### config.mk
export PLATFORM = sky130hd
export DESIGN_NAME = rld_front
export DESIGN_NICKNAME = d
export VERILOG_FILES = /design/src/hw/rtl/rld_pkg.sv /design/src/hw/rtl/rld_front.sv
export SDC_FILE = /design/constraint.sdc
export NUM_CORES = 1
export LEC_CHECK = 0
export CORE_MARGIN = 1
export CORE_UTILIZATION = 35
export DETAILED_ROUTE_END_ITERATION = 16
export DONT_BUFFER_PORTS = 1
export GPL_ROUTABILITY_DRIVEN = 0
export PLACE_DENSITY = 0.46
export SLEW_MARGIN = 20
export SYNTH_ARGS = -nofsm -noshare
export SYNTH_HDL_FRONTEND = slang
export SYNTH_SLANG_ARGS = --single-unit
### constraint.sdc
create_clock -name clock -period 5.9 [get_ports clock]
set_clock_uncertainty 0.1 [all_clocks]
set_input_delay 0.295 -clock clock [delete_from_list [all_inputs] [get_ports clock]]
set_output_delay 0.295 -clock clock [all_outputs]
set_load 0.05 [all_outputs]
### src/hw/rtl/rld_pkg.sv
`timescale 1ns / 1ps
package rld_pkg;

   localparam int RUN_DEPTH = 1024;
   localparam int IDX_W     = $clog2(RUN_DEPTH);
   localparam int HELD_W    = $clog2(RUN_DEPTH + 1);
   localparam int VALUE_W   = 16;
   localparam int AMOUNT_W  = 16;
   localparam int TOTAL_W   = 32;
   localparam int ENTRY_W   = VALUE_W + AMOUNT_W;

   localparam logic KIND_TOTAL = 1'b0;
   localparam logic KIND_FRONT = 1'b1;

   typedef logic [IDX_W-1:0]    idx_type;
   typedef logic [HELD_W-1:0]   held_type;
   typedef logic [VALUE_W-1:0]  value_type;
   typedef logic [AMOUNT_W-1:0] amount_type;
   typedef logic [TOTAL_W-1:0]  total_type;

   typedef enum logic [1:0] {
      OP_ADD     = 2'd0,
      OP_DELETE  = 2'd1,
      OP_REVERSE = 2'd2
   } op_type;

   typedef struct packed {
      op_type     op;
      value_type  value;
      amount_type amount;
   } cmd_type;

   typedef struct packed {
      logic      kind;
      total_type value;
      logic      dropped;
   } rsp_type;

   function automatic idx_type slot_next(input idx_type i);
      return (i == idx_type'(RUN_DEPTH - 1)) ? '0 : i + idx_type'(1);
   endfunction

   function automatic idx_type slot_prev(input idx_type i);
      return (i == '0) ? idx_type'(RUN_DEPTH - 1) : i - idx_type'(1);
   endfunction

endpackage

### src/hw/rtl/rld_front.sv
`timescale 1ns / 1ps
module rld_front (
   input  logic             clock,
   input  logic             reset,
   input  logic             req_push,
   output logic             req_full,
   input  logic [1:0]       req_mode,
   input  logic [15:0]      req_item_value,
   input  logic [15:0]      req_amount,
   output logic             cmd_valid,
   output rld_pkg::cmd_type cmd,
   input  logic             cmd_pop
);
   import rld_pkg::*;

   cmd_type    slot_ff [2];
   logic [1:0] count_ff, count_in;
   logic       wr_ptr_ff, wr_ptr_in;
   logic       rd_ptr_ff, rd_ptr_in;
   logic       keep;
   logic       wr;
   logic       rd;

   // mode three is taken and discarded
   always_comb begin
      unique case (req_mode) inside
         OP_ADD, OP_DELETE, OP_REVERSE: keep = 1'b1;
         default:                       keep = 1'b0;
      endcase
   end

   assign req_full  = (count_ff == 2'd2);
   assign cmd_valid = (count_ff != 2'd0);
   assign cmd       = slot_ff[rd_ptr_ff];
   assign wr        = req_push && !req_full && keep;
   assign rd        = cmd_pop && cmd_valid;

   always_comb begin
      count_in  = count_ff + {1'b0, wr} - {1'b0, rd};
      wr_ptr_in = wr ? !wr_ptr_ff : wr_ptr_ff;
      rd_ptr_in = rd ? !rd_ptr_ff : rd_ptr_ff;
   end

   always_ff @(posedge clock) begin
      if (reset) begin
         count_ff  <= 2'd0;
         wr_ptr_ff <= 1'b0;
         rd_ptr_ff <= 1'b0;
      end else begin
         count_ff  <= count_in;
         wr_ptr_ff <= wr_ptr_in;
         rd_ptr_ff <= rd_ptr_in;
      end
   end

   always_ff @(posedge clock) begin
      if (wr) begin
         slot_ff[wr_ptr_ff] <= '{op: op_type'(req_mode), value: req_item_value,
                                 amount: req_amount};
      end
   end

endmodule

==> results_tabular.tex <==
\begin{tabular}{lr}
\hline
Metric & Value \\
\hline
\multicolumn{2}{l}{\textbf{Worst setup path}} \\
Kind of end point of the critical path & primary output \\
RR Startpoint & count\_ff[1] \\
Sequence of cells on the critical path & mux2\_2 \\
Delay of the slowest critical-path stage & approximately 860 ps \\
Arrival time at the worst endpoint & 1750 ps \\
Critical Path Start Type & register \\
Required time of the critical path & 5510 ps \\
Number of cell instances on the worst register-to-register path & 8 \\
Cell with the largest stage delay on the worst path & sky130\_fd\_sc\_hd\_\_dfxtp\_2 \\
Maximum fanout along the worst path & 34 \\
Largest delay contributor family on the critical path & flip-flops \\
FF-to-FF End & count\_ff[1] \\
Number of buffer and inverter instances along the worst setup path & 0 \\
Type of the worst setup path & register to primary output \\
Setup slack of the most critical reg-to-reg path & 3820 ps \\
\multicolumn{2}{l}{\textbf{Logic synthesis}} \\
Post-synthesis adder-cell area fraction & 0.918\% \\
Syn\_nets & 173 \\
Number of distinct standard cells referenced by the synthesized netlist & 19 \\
Avg Inst Size Synth & 20.5 um\^{}2 \\
Main combinational cell family by area after synthesis & multiplexers \\
Fraction of the mapped netlist area in simple logic gates & between 3 and 4\% \\
Flop and latch count out of synthesis & 73 \\
Yosys warnings & 0 \\
Post-Synthesis Cell Area & 2730 um\^{}2 \\
Gate count of the mapped netlist & 133 \\
Xor and xnor area share after synthesis & less than 1\% \\
Part of the Yosys area used for sequential elements & 78.6\% \\
Compound-gate portion of the synthesized area & 0.275\% \\
Post-synthesis mux area share & 14.6\% \\
\multicolumn{2}{l}{\textbf{STA}} \\
Final Critical Period & 2150 ps \\
RSZ-0062 raised after global routing & false \\
Upper clock frequency limit & 466 MHz \\
Worst-margin pin slew & 992 ps \\
Max-slew violations & 0 \\
Final setup slack of the worst path & 3750 ps \\
Fin Setup TNS & 0 ps \\
Final number of hold-violating endpoints & 0 \\
Number of setup violations in the final report & 0 \\
Final clock period utilization by the worst path & $\sim$36\% \\
Tightest slew margin relative to the limit & 33.7\% \\
\multicolumn{2}{l}{\textbf{Power and ir drop}} \\
Total leakage power & 0.00114 uW \\
Peak supply drop & 0.240 mV \\
Pwr/cell area & 493 nW/um\^{}2 \\
\multicolumn{2}{l}{\textbf{Run}} \\
Max\_cap viols & 0 \\
\multicolumn{2}{l}{\textbf{Die}} \\
Height of the die & 90.2 um \\
I/O pin count & 74 \\
Starting density of the core & 36.8\% \\
Placeable core area & between 7000 and 8000 um\^{}2 \\
Std-Cell Rows & 31 \\
Die footprint & 8140 um\^{}2 \\
Width of the chip & 90.2 um \\
\multicolumn{2}{l}{\textbf{Placement}} \\
Number of port buffers & 0 \\
Place WS & $\sim$3800 ps \\
Half-perimeter wire length after placement & about 2.8 mm \\
\multicolumn{2}{l}{\textbf{Cells and area}} \\
Final net count & 215 \\
Number of antenna diodes & 0 \\
Area grow syn2layout & 24.6\% \\
Share of cells above drive strength 1 & 31.7\% \\
\multicolumn{2}{l}{\textbf{Global routing}} \\
Total gr overflow & 0 \\
Via count of the first global-routing pass & around 1400 \\
Pin count of the biggest net entering global routing & 35 \\
Antenna violations before repair & 0 \\
Wire length of the first global-routing pass & 6.91 mm \\
All-layer global routing usage & 11.5\% \\
\multicolumn{2}{l}{\textbf{Min path}} \\
Number of cells traversed by the worst hold path & 2 \\
Path category of the worst min-delay check & input pin to register \\
Hold\_sp & reset \\
Hold Path End & wr\_ptr\_ff \\
\multicolumn{2}{l}{\textbf{Routing}} \\
Detailed-route wire length per cell & 16.0 um \\
Routed WL & 4.46 mm \\
DRT Pass-1 Iters & 4 \\
Detail-routed via count per cell & 4.60 \\
DRC violation count after routing & 0 \\
Via Count & 1283 \\
Starting DRT DRC Count & 36 \\
Antenna-violating nets left & 0 \\
\multicolumn{2}{l}{\textbf{Clocking}} \\
CTS tree & built \\
Number of clock buffers inserted by TritonCTS & 9 \\
Clock latency at the later pin of the worst-skew pair & 330 ps \\
Number of cells upsized or downsized after cts & 0 \\
Clk root buf & sky130\_fd\_sc\_hd\_\_clkbuf\_8 \\
Clock sinks & 73 \\
CTS Buffer Depth & 2 \\
Clock input transition at the sequential cells of the worst setup and hold paths & 70 ps \\
CTS H-tree lvls & 3 \\
Count of buffers added by post-CTS timing repair for setup & 0 \\
\multicolumn{2}{l}{\textbf{Outcome}} \\
Status & completed \\
\hline
\end{tabular}
power breakdown:
| part | switching (uW) | internal, uW |
|---|---|---|
| combinational | 410 | 142 |
| clock | 179 | 238 |
| sequential | 58.2 | 648 |
| total | 647 | 1030 |
kinds of logic (layout without fill, tap and decap cells):
kind of cell	after synthesis	after routing
AO/OA/AOI/OAI	1	1
flip-flops	73	73
AND/OR/NAND/NOR	14	14
XOR/XNOR	2	2
adder cells (fa/ha/maj)	2	2
buffers and inverters	6	53
multiplexers	35	35
worst max path at each step:
stage / start / end / slack, ps / cells past startpoint
floorplan: count_ff[1] / slot_ff[0][0] / 3240 / 3
global placement: count_ff[0] / slot_ff[0][13] / 3880 / 3
detailed placement: count_ff[0] / slot_ff[0][18] / 3800 / 3
CTS: register / cmd[25] / 3690 / 1
global route: register / cmd[25] / 3640 / 1
finish: register / cmd[31] / 3750 / 1
cells in the mapped netlist (all sizes together):
cell type | instances | area share (%)
nor2b | 2 | 0.73
nand3b | 1 | 0.73
xor2 | 1 | 0.32
ha | 2 | 0.92
xnor2 | 1 | 0.32
inv | 2 | 0.28
nor2 | 7 | 0.96
nor3 | 1 | 0.18
and2 | 1 | 0.28
edfxtp | 68 | 75
mux2 | 35 | 15
dfxtp | 5 | 3.7
or2 | 1 | 0.23
buf | 4 | 1.4
o21a | 1 | 0.28
nand2 | 1 | 0.14
registers in the layout (all words and copies together), names as in the netlist, named ones only:
name	count
wr_ptr_ff	1
rd_ptr_ff	1
slot_ff	68
count_ff	2
per-stage QoR:
step	cell area (um^2)	total power, uW	std cells	utilization [%]	hold WS (ps)
after detailed placement	2830	1260	228	38.2	269
after floorplan	2730	1210	133	-	267
after global routing	3390	1740	279	45.8	94.3
after CTS	3390	1700	279	45.8	83.4
final	3390	1670	279	45.8	103
after global placement	2830	1250	228	38.2	269
cell usage in the layout (no fill, tap or decap), types with 2 or more instances in the layout:
| cell type | netlist | layout |
|---|---|---|
| sky130_fd_sc_hd__edfxtp_1 | 68 | 68 |
| sky130_fd_sc_hd__dfxtp_1 | 5 | 4 |
| sky130_fd_sc_hd__clkbuf_8 | 0 | 9 |
| sky130_fd_sc_hd__bufinv_16 | 0 | 2 |
| sky130_fd_sc_hd__ha_1 | 2 | 2 |
| sky130_fd_sc_hd__dlygate4sd3_1 | 0 | 35 |
| sky130_fd_sc_hd__nor2_4 | 0 | 2 |
| sky130_fd_sc_hd__nor2_1 | 7 | 5 |
| sky130_fd_sc_hd__mux2_2 | 34 | 34 |
| sky130_fd_sc_hd__inv_1 | 2 | 2 |
per-layer routing:
metal,track usage (%),share of wire [%],wire length [um],vias up
li1,-,-,-,595
met1,11.3,36,1620,633
met2,20.4,54,2410,45
met3,4.82,7.4,329,10
met4,6.45,2.1,94,0
met5,0,0,0,-
repair_timing:
action                                  CTS  global route
endpoints found under the setup margin    0             0
endpoints found under the hold margin    72             0
hold buffers                             35             0
area by class of cell:
class / instances / area (um^2)
Multi-Input combinational cell: 54 / 552
Sequential cell: 73 / 2140
Tap cell: 99 / 124
Clock buffer: 9 / 124
Timing Repair Buffer: 35 / 350
Inverter: 2 / 7.51
Fill cell: 676 / 4010
Clock inverter: 7 / 93.8
Note: power is estimated with default switching activity, not from simulation.
