## config.mk

```make
export PLATFORM = sky130hd
export DESIGN_NAME = rld_rsp_queue
export DESIGN_NICKNAME = d
export VERILOG_FILES = /design/src/hw/rtl/rld_pkg.sv /design/src/hw/rtl/rld_rsp_queue.sv
export SDC_FILE = /design/constraint.sdc
export NUM_CORES = 1
export LEC_CHECK = 0
export ABC_AREA = 1
export BUFFER_PORTS_ARGS = -buffer_cell sky130_fd_sc_hd__buf_2
export CAP_MARGIN = 20
export CORE_MARGIN = 10
export CORE_UTILIZATION = 40
export DETAILED_ROUTE_END_ITERATION = 10
export SYNTH_ARGS = -nofsm -noshare
export SYNTH_HDL_FRONTEND = slang
export SYNTH_SLANG_ARGS = --single-unit
```

## constraint.sdc

```tcl
create_clock -name clock -period 4.6 [get_ports clock]
set_input_delay 0.23 -clock clock [delete_from_list [all_inputs] [get_ports clock]]
set_output_delay 0.23 -clock clock [all_outputs]
set_load 0.03 [all_outputs]
```

## src/hw/rtl/rld_pkg.sv

```systemverilog
`timescale 1ns / 1ps
package rld_pkg;

   localparam int RUN_DEPTH = 1024;
   localparam int IDX_W     = $clog2(RUN_DEPTH);
   localparam int HELD_W    = $clog2(RUN_DEPTH + 1);
   localparam int VALUE_W   = 16;
   localparam int AMOUNT_W  = 16;
   localparam int TOTAL_W   = 32;
   localparam int ENTRY_W   = VALUE_W + AMOUNT_W;

   localparam logic KIND_TOTAL = 1'b0;
   localparam logic KIND_FRONT = 1'b1;

   typedef logic [IDX_W-1:0]    idx_type;
   typedef logic [HELD_W-1:0]   held_type;
   typedef logic [VALUE_W-1:0]  value_type;
   typedef logic [AMOUNT_W-1:0] amount_type;
   typedef logic [TOTAL_W-1:0]  total_type;

   typedef enum logic [1:0] {
      OP_ADD     = 2'd0,
      OP_DELETE  = 2'd1,
      OP_REVERSE = 2'd2
   } op_type;

   typedef struct packed {
      op_type     op;
      value_type  value;
      amount_type amount;
   } cmd_type;

   typedef struct packed {
      logic      kind;
      total_type value;
      logic      dropped;
   } rsp_type;

   function automatic idx_type slot_next(input idx_type i);
      return (i == idx_type'(RUN_DEPTH - 1)) ? '0 : i + idx_type'(1);
   endfunction

   function automatic idx_type slot_prev(input idx_type i);
      return (i == '0) ? idx_type'(RUN_DEPTH - 1) : i - idx_type'(1);
   endfunction

endpackage

```

## src/hw/rtl/rld_rsp_queue.sv

```systemverilog
`timescale 1ns / 1ps
module rld_rsp_queue (
   input  logic             clock,
   input  logic             reset,
   input  logic             push,
   input  rld_pkg::rsp_type push_data,
   output logic             room,
   output logic             rsp_empty,
   input  logic             rsp_pop,
   output rld_pkg::rsp_type head
);
   import rld_pkg::*;

   rsp_type    slot_ff [2];
   logic [1:0] count_ff, count_in;
   logic       wr_ptr_ff, wr_ptr_in;
   logic       rd_ptr_ff, rd_ptr_in;
   logic       rd;

   assign room      = (count_ff != 2'd2);
   assign rsp_empty = (count_ff == 2'd0);
   assign head      = slot_ff[rd_ptr_ff];
   assign rd        = rsp_pop && !rsp_empty;

   always_comb begin
      count_in  = count_ff + {1'b0, push} - {1'b0, rd};
      wr_ptr_in = push ? !wr_ptr_ff : wr_ptr_ff;
      rd_ptr_in = rd ? !rd_ptr_ff : rd_ptr_ff;
   end

   always_ff @(posedge clock) begin
      if (reset) begin
         count_ff  <= 2'd0;
         wr_ptr_ff <= 1'b0;
         rd_ptr_ff <= 1'b0;
      end else begin
         count_ff  <= count_in;
         wr_ptr_ff <= wr_ptr_in;
         rd_ptr_ff <= rd_ptr_in;
      end
   end

   always_ff @(posedge clock) begin
      if (push) begin
         slot_ff[wr_ptr_ff] <= push_data;
      end
   end

endmodule

```

==> summary by stage, run 1 <==
Worst setup path
The critical path in this run is classified as reg2out. The worst setup path is launched from a flop. The endpoint arrival time on the critical path is 1.86 ns. Along the worst path, the maximum fanout reaches 18. STA puts the critical path data required time at 4.37 ns. The nature of the critical path endpoint is an output pin.

Power
The total power after layout is 1.71 mW. Summed over all cells, the static leakage comes to 1.40 nW. Power spread over the standard cell area amounts to 492 mW/mm2. The peak supply drop is 0.000279 V.

Route
The detailed router finished its first iteration with 42 violations. The average wire per cell in the routed design is 15.7 um. The routed design has 5.10 mm of wire.

The detailed-route via count is 1421. After detailed routing, the number of remaining DRC violations is 0. The detail route stage leaves a number of antenna-violating nets equal to 0. The per-cell via count in the routed design is 4.37. The first-pass iteration count of the detailed router is 4.

Flow run
The max capacitance violation total is 0.

Timing
The minimum hold slack is 0.0791 ns. The number of pins with negative max-slew slack in the final report was 0. At the pin with the least slew margin, the transition time is 1.00 ns. Setup repair after global routing left no endpoint under its margin.

Setup violations remaining at the end of the flow were counted as 0. After layout, the worst path uses 45.4% of the clock period. Timing would allow up to 0.479 GHz. The worst setup skew after layout is 0.00803 ns. The final count of hold timing violations came to 0. The minimum period implied by the final worst setup slack is 2.09 ns. The final sum of negative setup slack is 0 ns. In this run the tightest slew margin relative to its limit is 33.2%.

Clocking
The number of buffers created by CTS is 9. The number of hold buffers added after CTS was 0. The clock reaches the later pin of the worst-skew pair after 0.34 ns. The post-CTS setup buffer count is 0. Clock-pin slew was measured on the worst setup and hold paths at 0.07 ns.

The H-tree was split into 3 levels. The tree is rooted in a sky130_fd_sc_hd__clkbuf_8. TritonCTS built the clock tree. The buffer depth of the longest clock path is 2.

Gates resized during post-CTS repair numbered 0. For this design, the sink count on the clock tree is 73.

Global route
The initial antenna violation count was 0. The first-pass GRT wire length is 7.92 mm. For this run, the total global-route usage over all layers was measured as 9.43%. The via count of the first global-routing pass was 1614. Entering global routing, the biggest net connects 35 pins.

The total overflow left after global routing is 0.

Finish
Leaving out filler cells and counting taps, the final layout contains 325. The area overhead of the layout relative to synthesis is 21.7%. The fraction of layout cells with a size suffix above 1 is 53.3%.

The share of the core filled with cells is 50.5%. The number of nets at the end of the flow is 264. The number of antenna diodes in the final layout is 0.

Logic synthesis
Summing the sequential cell areas from Yosys gives 75.2% of the chip area. The cell type with the largest total area after synthesis is sky130_fd_sc_hd__edfxtp_1. The fraction of registers with async set/reset is 0%.

The dominant cell by count in the synthesized netlist is sky130_fd_sc_hd__edfxtp_1. The number of synthesized register bits is 73. Ranked by total cell area, the synthesized netlist is headed by sky130_fd_sc_hd__edfxtp_1, sky130_fd_sc_hd__mux2_4, sky130_fd_sc_hd__dfxtp_1, sky130_fd_sc_hd__buf_12, sky130_fd_sc_hd__mux2_2. The synthesized design contains 68 enable-type register cells. Summed over its instances, the top area cell type makes up 71.7% of the synthesized netlist area. By count the netlist is led by sky130_fd_sc_hd__edfxtp_1, sky130_fd_sc_hd__mux2_4, sky130_fd_sc_hd__inv_1, sky130_fd_sc_hd__nor2_1, sky130_fd_sc_hd__nand2_1. The mapped cell area is 0.00285 mm2. The most used flip-flop cell after synthesis is sky130_fd_sc_hd__edfxtp_1. The cell count after synthesis is 142. Synthesis instantiated 13 different standard cells from the library. The total number of yosys warnings is 0. The mean cell area of the mapped netlist is 20.1 um2.

The number of nets in the synthesized netlist is 182.

Min path
The tightest min-delay check is of the in2reg type.

Die
The floorplan has 30 rows. In this run the horizontal extent of the chip is 104 um. The die outline area is 0.0109 mm2. Once the floorplan was initialized, standard cells occupied 41.5% of the core. The total area inside the core boundary comes to 0.00687 mm2. For this design the top-level I/O count stands at 74. The die extent in y is 104 um.

Run status
The run finished with clean final reports.

Placed design
In this run the tool buffered the top-level ports with 73 buffer cells. The number of placed instances with taps included is 309. Summed over all nets, the half-perimeter wirelength after detailed placement is 3.65 mm. The congestion estimate from routability-driven global placement came to 0.707.
## worst max-delay path, cell delays in order (launching register included)
cell and delay [ns]:
sky130_fd_sc_hd__dfxtp_2 0.73, sky130_fd_sc_hd__buf_16 0.25, sky130_fd_sc_hd__mux2_2 0.36, sky130_fd_sc_hd__buf_2 0.18
## registers in the layout, indices dropped and copies added (netlist names), named ones only
name / flops
count_ff: 2
rd_ptr_ff: 1
slot_ff: 68
wr_ptr_ff: 1
## layer usage
| metal | up-vias | global-route usage [%] | part of all wire [%] |
|---|---|---|---|
| li1 | 691 | - | - |
| met1 | 675 | 9.86 | 41 |
| met2 | 45 | 15.3 | 50 |
| met3 | 10 | 3.84 | 6.7 |
| met4 | 0 | 6.26 | 2.1 |
| met5 | - | 0 | 0 |
## stage by stage
stage	instance area, um2	worst slack, ns
2_1_floorplan	2850	2.42
3_3_place_gp	3280	2.66
3_5_place_dp	3310	2.83
4_1_cts	3470	2.45
5_1_grt	3470	2.42
6_report	3470	2.51
## area by class of cell
type,count,area [um2]
multi-input combinational,56,608
sequential,73,2140
clock inverter,1,5.00
tap,96,120
inverter,9,33.8
fill,605,3400
clock buffer,15,156
timing repair buffer,75,400
## placed cells by master (no fill, tap or decap)
cell                       instances
sky130_fd_sc_hd__a21oi_1           1
sky130_fd_sc_hd__dfxtp_1           4
sky130_fd_sc_hd__nor3_1            1
sky130_fd_sc_hd__mux2_2            4
sky130_fd_sc_hd__edfxtp_1         68
sky130_fd_sc_hd__mux2_4           30
sky130_fd_sc_hd__buf_4             1
sky130_fd_sc_hd__inv_1             9
sky130_fd_sc_hd__clkbuf_1          5
sky130_fd_sc_hd__nand3_1           2
sky130_fd_sc_hd__buf_16            1
sky130_fd_sc_hd__nor2_1            8
sky130_fd_sc_hd__dfxtp_2           1
sky130_fd_sc_hd__clkbuf_8         10
sky130_fd_sc_hd__clkinv_2          1
sky130_fd_sc_hd__nor2_4            1
sky130_fd_sc_hd__buf_2            73
sky130_fd_sc_hd__nand2_1           7
sky130_fd_sc_hd__ha_1              2
## final timing paths
| path | start | endpoint | slack, ns | cells after the start |
|---|---|---|---|---|
| max reg2reg | wr_ptr_ff | slot_ff[1][13] | 2.95 | 3 |
| min | push_data[22] | slot_ff[0][22] | 0.08 | 1 |
| max | flop | head[0] | 2.51 | 3 |
| min reg2reg | rd_ptr_ff | rd_ptr_ff | 0.52 | 2 |
## cells by family (layout without fill, tap and decap cells)
logic type      after synthesis  count (layout)  synth area share [%]
flops                        73              73                  75.2
mux                          34              34                  17.4
simple gates                 19              19                  2.64
buf+inv                      13             100                  3.69
fa+ha+maj                     2               2                 0.879
compound gates                1               1                 0.176
## power breakdown
group / internal, mW / switching [mW] / total (mW) / leakage [nW]
sequential: 0.777 / 0.0410 / 0.818 / 0.680
clock: 0.211 / 0.206 / 0.417 / 0.0817
combinational: 0.199 / 0.272 / 0.472 / 0.636
Power figures use the tool's default switching activity.
==> run 2: changes to the inputs <==
clock period = 2.1 ns   (was 4.6 ns; I/O delays follow)
==> run 2 against run 1 <==
Clock power rose by 100%. Setup slack got worse by 2.0 ns. Cell count rose by 10%. Hold slack improved by 0.0047 ns. Via count rose by 9.9%. Flip-flop and latch count did not move. Cell area rose by 9.5%. Combinational power rose by 140%. Global-route usage rose by 0.77 points. Critical path type unchanged.
==> summary by stage, run 2 (same netlist as run 1, synthesis figures left out) <==
Run status
The run finished with clean final reports.

Clocking
TritonCTS created 9 clock buffers. The number of setup buffers added after CTS is 0. TritonCTS built the clock tree. The depth of the CTS H-tree is 3. No sink is reached through more buffers than the 2 on the longest clock path. For the worst-skew pair, the clock arrives at the later sink with an insertion delay of 0.32 ns. The tree is rooted in a sky130_fd_sc_hd__clkbuf_8. The clock-pin slew on the worst setup and hold paths is 0.07 ns. The tree built by TritonCTS fans out to 73 sinks.

Global route
The initial antenna violation count was 0. The via count of the first global-routing pass is 1777. Global routing consumed, over all layers together, 10.2% of the routing resources. For this run, global-route usage on met3 was measured as 3.35%. The overflow left after global routing is 0. The met1 layer usage reported by global route is 11.3%. The global-route layer with the greatest usage is met2.

The largest net degree at the start of global routing is 35. The global-route met2 utilization is 17.0%. The first global-routing pass estimated 8.85 mm of wire.

Power
The peak supply drop is 0.000887 V. Overall power consumption after layout is estimated at 3.71 mW. The total power per unit cell area is 978 mW/mm2. The leakage power is 1.54 nW.

Worst setup path
The startpoint of the lowest-slack register-to-register path is count_ff[1]. The largest single stage delay on the critical path is 0.38 ns. STA classifies the critical path endpoint as an output pin.

In this run the critical register-to-register path is captured at count_ff[1]. STA classifies the critical path startpoint as a flop. The endpoint arrival time on the critical path is 1.49 ns. Of all nets on the critical path, the largest fanout is 34.

Among all stages on the critical path, the largest delay is contributed by sky130_fd_sc_hd__mux2_2. The cell count of the worst reg-to-reg path is 9. The register-to-register setup slack is 0.64 ns. The critical path required time is 2.00 ns. In this run the worst setup path terminates at head[0]. The category of the critical setup timing path is reg2out. Walking the worst path, the cells encountered are buf_12 > mux2_2 > buf_2.

Min path
The tightest min-delay check is of the in2reg type.

Finish
The largest registers in the layout are slot_ff: 68 flops, count_ff: 2 flops. The final instance area is 0.00380 mm2. The flip-flop count of the largest register, all copies and words added is 68. The register with the highest flop count is slot_ff. The number of inserted filler cells in the final layout is 567. The number of nets at the end of the flow is 300. The number of antenna repair diodes is 0. The top cell types in the final layout, fill and taps aside, are sky130_fd_sc_hd__buf_2, sky130_fd_sc_hd__edfxtp_1, sky130_fd_sc_hd__dlygate4sd3_1, sky130_fd_sc_hd__mux2_4. Once layout is complete, the utilization of the core stands at 55.3%. The fraction of layout cells with a size suffix above 1 is 46.6%. The library cell used most frequently in the layout, excluding fill and tap cells, is sky130_fd_sc_hd__buf_2. The area growth from synthesis to layout is 33.3%.

Placed design
The wire-length estimate of the detail-placed layout is 3.47 mm. The final estimated routing congestion in global placement is 0.737. Port buffering added 73 buffers.

The instance area at placement is 0.00331 mm2.

Timing
Headroom to the max-slew limit came out at 68.2%. For the final routed database, the setup TNS stands at 0 ns. In the finished design, the share of the clock period the worst path needs comes to 75.7%. The final count of hold timing violations was 0.

For this run, the top clock speed supported by timing is 0.629 GHz. The transition time at the pin with the least slew margin is 0.478 ns. The minimum hold slack is 0.0838 ns. Setup repair after global routing left no endpoint under its margin.

The final number of setup-violating endpoints is 0. The minimum period implied by the final worst setup slack is 1.59 ns. The worst setup skew after layout is 0.00313 ns. The number of pins with negative max-slew slack in the final report is 0.

Die
For this design the top-level I/O count stands at 74. The area of the core is 0.00687 mm2. The floorplan die width is 104 um. For this configuration, the core starts out at a cell density of 41.5%.

The row count is 30. The die is 104 um tall. The die covers 0.0109 mm2.

Route
The post-detailed-route DRC marker count is 0. The per-cell via count in the routed design is 4.36. The remaining number of nets flagged by the antenna check after routing is 0.

The average wire per cell in the routed design is 15.0 um. The first TritonRoute pass finished after 4 iterations. The final route contains 1561 vias. In this run, the number of DRC markers left after iteration 0 of detailed routing was 37. The routed wire length is 5.36 mm.

Flow run
Across the run, the number of max-cap violations was 0.
[run 2: changes by cell type in the layout (fill, tap and decap cells not counted), sizes merged]
cell,before,now
dlygate4sd3,0,35
clkbuf,15,11
buf,75,76
clkinv,1,2
[run 2: report_power, final]
part / switching [mW] / total (mW) / internal (mW)
registers: 0.0361 / 1.74 / 1.70
logic: 0.661 / 1.13 / 0.473
clock network: 0.436 / 0.840 / 0.404
total: 1.13 / 3.71 / 2.58
[run 2: final cells by class]
cell class / instances / area, um2 / area share (%)
multi-input combinational: 56 / 608 / 16.0
timing repair buffer: 111 / 751 / 19.8
clock inverter: 2 / 8.76 / 0.231
tap: 96 / 120 / 3.16
clock buffer: 11 / 131 / 3.46
inverter: 9 / 33.8 / 0.890
sequential: 73 / 2140 / 56.5
[run 2: what timing repair did]
action	CTS	global route
endpoints found under the hold margin	70	0
gates resized for setup	0	0
hold buffers	35	0
[run 2: worst min path at each step]
| stage | startpoint | to | cells past startpoint |
|---|---|---|---|
| 2_1_floorplan | reset | count_ff[0] | 1 |
| 3_3_place_gp | push_data[11] | slot_ff[1][11] | 1 |
| 3_5_place_dp | push_data[32] | slot_ff[1][32] | 1 |
| 4_1_cts | push | wr_ptr_ff | 3 |
| 5_1_grt | rsp_pop | flop | 4 |
| 6_report | rsp_pop | flop | 4 |
[run 2: metal layers]
| layer | routed length (um) | vias up |
|---|---|---|
| li1 | - | 760 |
| met1 | 2220 | 748 |
| met2 | 2750 | 44 |
| met3 | 309 | 9 |
| met4 | 87 | 0 |
| met5 | 0 | - |
[run 2: per-stage QoR]
stage,setup WS [ns],instances
finish,0.509,358
detailed placement,0.646,310
CTS,0.472,358
global placement,0.733,310
global route,0.431,358
floorplan,0.351,142
[run 2: critical path, delay by kind of cell (launching register included)]
family	cells	cell delay [ns]
buffers and inverters	2	0.44
flip-flops	1	0.34
multiplexers	1	0.38
==> run 3: changes to the inputs <==
clock period = 1.66 ns   (was 2.1 ns; I/O delays follow)
==> run 3 against run 2 <==
Die area stayed put. Sequential share of layout area is 1.7 points lower. Register-to-register slack worse by 0.41 ns. Non-clock buffer count is 1 higher. Via count is 1.1% lower. First-iteration DRC count is 110% higher. Cell area is 3.1% higher. Utilization is 1.7 points higher. Combinational power is 28% higher. Critical path type unchanged. Critical endpoint is now head[2].
==> summary by stage, run 3 (same netlist as run 1, synthesis figures left out) <==
Run status
The run finished with clean final reports.

Route
The average wire per cell in the routed design is 14.9 um. The first routing iteration left 78 violations. In the routed layout, each cell is associated on average with a via count of 4.27.

The routed wire length is 5.41 mm. The remaining number of nets flagged by the antenna check after routing is 0. The first detailed-routing pass ran for 4 iterations. The post-detailed-route DRC marker count is 0.

The detailed-route via count is 1544.

Global route
The global routing met3 resource utilization is 2.48%. The met1 layer usage reported by global route is 10.6%. Summed over all layers, the global routing overflow is 0.

The via count of the first global-routing pass is 1727. The initial antenna violation count is 0. The largest net degree at the start of global routing is 35. For met2 alone, demand over resource in global routing was 17.6%.

Global routing used 10.1% of the available tracks across all layers. The global routing stage identified its most utilized layer as met2. The first global-routing pass estimated 8.65 mm of wire.

Finish
The repair_antennas step left the layout with diodes totalling 0. The share of the core filled with cells is 57.0%. In the final layout, the multi-input gates occupy 611 um2. The register with the most flip-flops in the layout has 68 of them. The largest registers in the layout are slot_ff: 68 flops, count_ff: 2 flops. The total area of sequential cells is 0.00215 mm2. The register with the highest flop count is slot_ff. After filler insertion, the fill cell instance count of the layout stands at 542. Leaving out fill and tap cells, the most frequent cells in the layout are sky130_fd_sc_hd__buf_2, sky130_fd_sc_hd__edfxtp_1, sky130_fd_sc_hd__dlygate4sd3_1, sky130_fd_sc_hd__mux2_4. Leaving out fill and tap cells, the most frequent cell in the layout is sky130_fd_sc_hd__buf_2. The fraction of layout cells with a size suffix above 1 is 48.1%.

From synthesis to final layout, the design area changed by 37.5%. The number of nets at the end of the flow is 301.

Worst setup path
Measured in cells, the most critical reg-to-reg path has a length of 8. The worst setup path is launched from a flop. The register-to-register setup slack is 0.23 ns. The critical path required time is 1.58 ns.

The maximum fanout count along the critical path is 16. The category of the critical setup timing path is reg2out. The capture instance of the worst register-to-register path is count_ff[1]. Data on the critical path arrives at its endpoint at 1.49 ns. The nature of the critical path endpoint is an output pin. The startpoint of the lowest-slack register-to-register path is count_ff[1].

Clocking
The buffer depth of the longest clock path is 2. Post-CTS timing repair inserted 0 buffers for setup. The cell at the root of the clock tree is sky130_fd_sc_hd__clkbuf_8. The depth of the CTS H-tree is 3. TritonCTS built the clock tree.

The clock-pin slew on the worst setup and hold paths is 0.07 ns. The later pin in the worst-skew pair is clocked with a latency of 0.33 ns. The clock drives 73 sinks. The number of clock buffers added by TritonCTS is 9.

Timing
The final sum of negative setup slack is 0 ns. The minimum hold slack is 0.0530 ns. The final count of hold timing violations is 0.

The number of pins with negative max-slew slack in the final report is 0. The achievable frequency is 0.637 GHz. The final critical-path share of the clock period is 94.6%. The setup slack of the critical path after layout is 0.0897 ns.

In this run the tightest slew margin relative to its limit is 86.1%. For the final database, setup skew stands at 0.00411 ns. Setup violations remaining at the end of the flow were counted as 0. The smallest clock period supported by the final layout is computed as 1.57 ns.

Setup repair after global routing left no endpoint under its margin. For the pin with the worst max-slew slack, the measured transition is 0.208 ns.

Power
The leakage power is 1.58 nW. Power spread over the standard cell area amounts to 1310 mW/mm2. IR analysis of the VDD net gives a maximum drop of 0.000863 V.

Placed design
Port buffering added 73 buffers. The sum of net half-perimeters after detailed placement is 3.69 mm. The final estimated routing congestion in global placement is 0.663. Before CTS, the worst setup slack after placement is 0.236 ns.

Min path
The hold path startpoint is push. For hold timing, the worst endpoint is wr_ptr_ff. The path type of the worst min-delay path is in2reg. Counting instances, the worst hold path has a depth of 3.

Die
The floorplan step defined a die boundary enclosing 0.0109 mm2. The area of the core is 0.00687 mm2. Pin placement for this block handled 74 I/O pins. The floorplan die width is 104 um.

The floorplan has 30 rows. The die extent in y is 104 um. The starting density of the core is 41.5%.

Flow run
Across the run, the number of max-cap violations was 0.
-- run 3: worst max path at each step --
stage | from | endpoint | slack, ns
floorplan | wr_ptr_ff | slot_ff[0][0] | 0.03
global placement | count_ff[1] | count_ff[1] | 0.31
detailed placement | count_ff[1] | count_ff[1] | 0.24
CTS | flop | head[2] | 0.05
global route | flop | head[2] | 0.02
finish | flop | head[2] | 0.09
-- run 3: stage by stage --
| step | total power [mW] | instances | instance area (um2) |
|---|---|---|---|
| 3_3_place_gp | 3.67 | 311 | 3350 |
| 3_5_place_dp | 3.68 | 311 | 3350 |
| 5_1_grt | 5.36 | 362 | 3920 |
| 2_1_floorplan | 3.36 | 142 | 2850 |
| 6_report | 5.11 | 362 | 3920 |
| 4_1_cts | 5.19 | 362 | 3920 |
-- run 3: critical path, stage by stage (launching register included) --
cell	delay, ns
sky130_fd_sc_hd__dfxtp_4	0.44
sky130_fd_sc_hd__buf_12	0.20
sky130_fd_sc_hd__mux2_2	0.34
sky130_fd_sc_hd__buf_2	0.18
-- run 3: area by class of cell --
class	count	area share (%)
multi-input cells	56	15.6
flip-flops and latches	73	54.8
clock inverters	7	2.17
well taps	96	3.07
inverters	9	0.863
clock buffers	9	3.16
repair buffers	112	20.3
-- run 3: routing by layer --
metal	up-vias	routed length [um]
li1	764	-
met1	740	2210
met2	38	2930
met3	2	244
met4	0	25
met5	-	0
-- run 3: repair_timing --
item,4_1_cts,5_1_grt
endpoints found under the hold margin,70,0
resized for setup,1,0
setup endpoints to repair,5,0
hold buffers,35,0
-- run 3: where the power goes --
group / switching [mW] / total (mW) / internal (mW)
sequential: 0.0765 / 2.23 / 2.15
combinational: 0.815 / 1.45 / 0.633
clock: 0.604 / 1.43 / 0.830
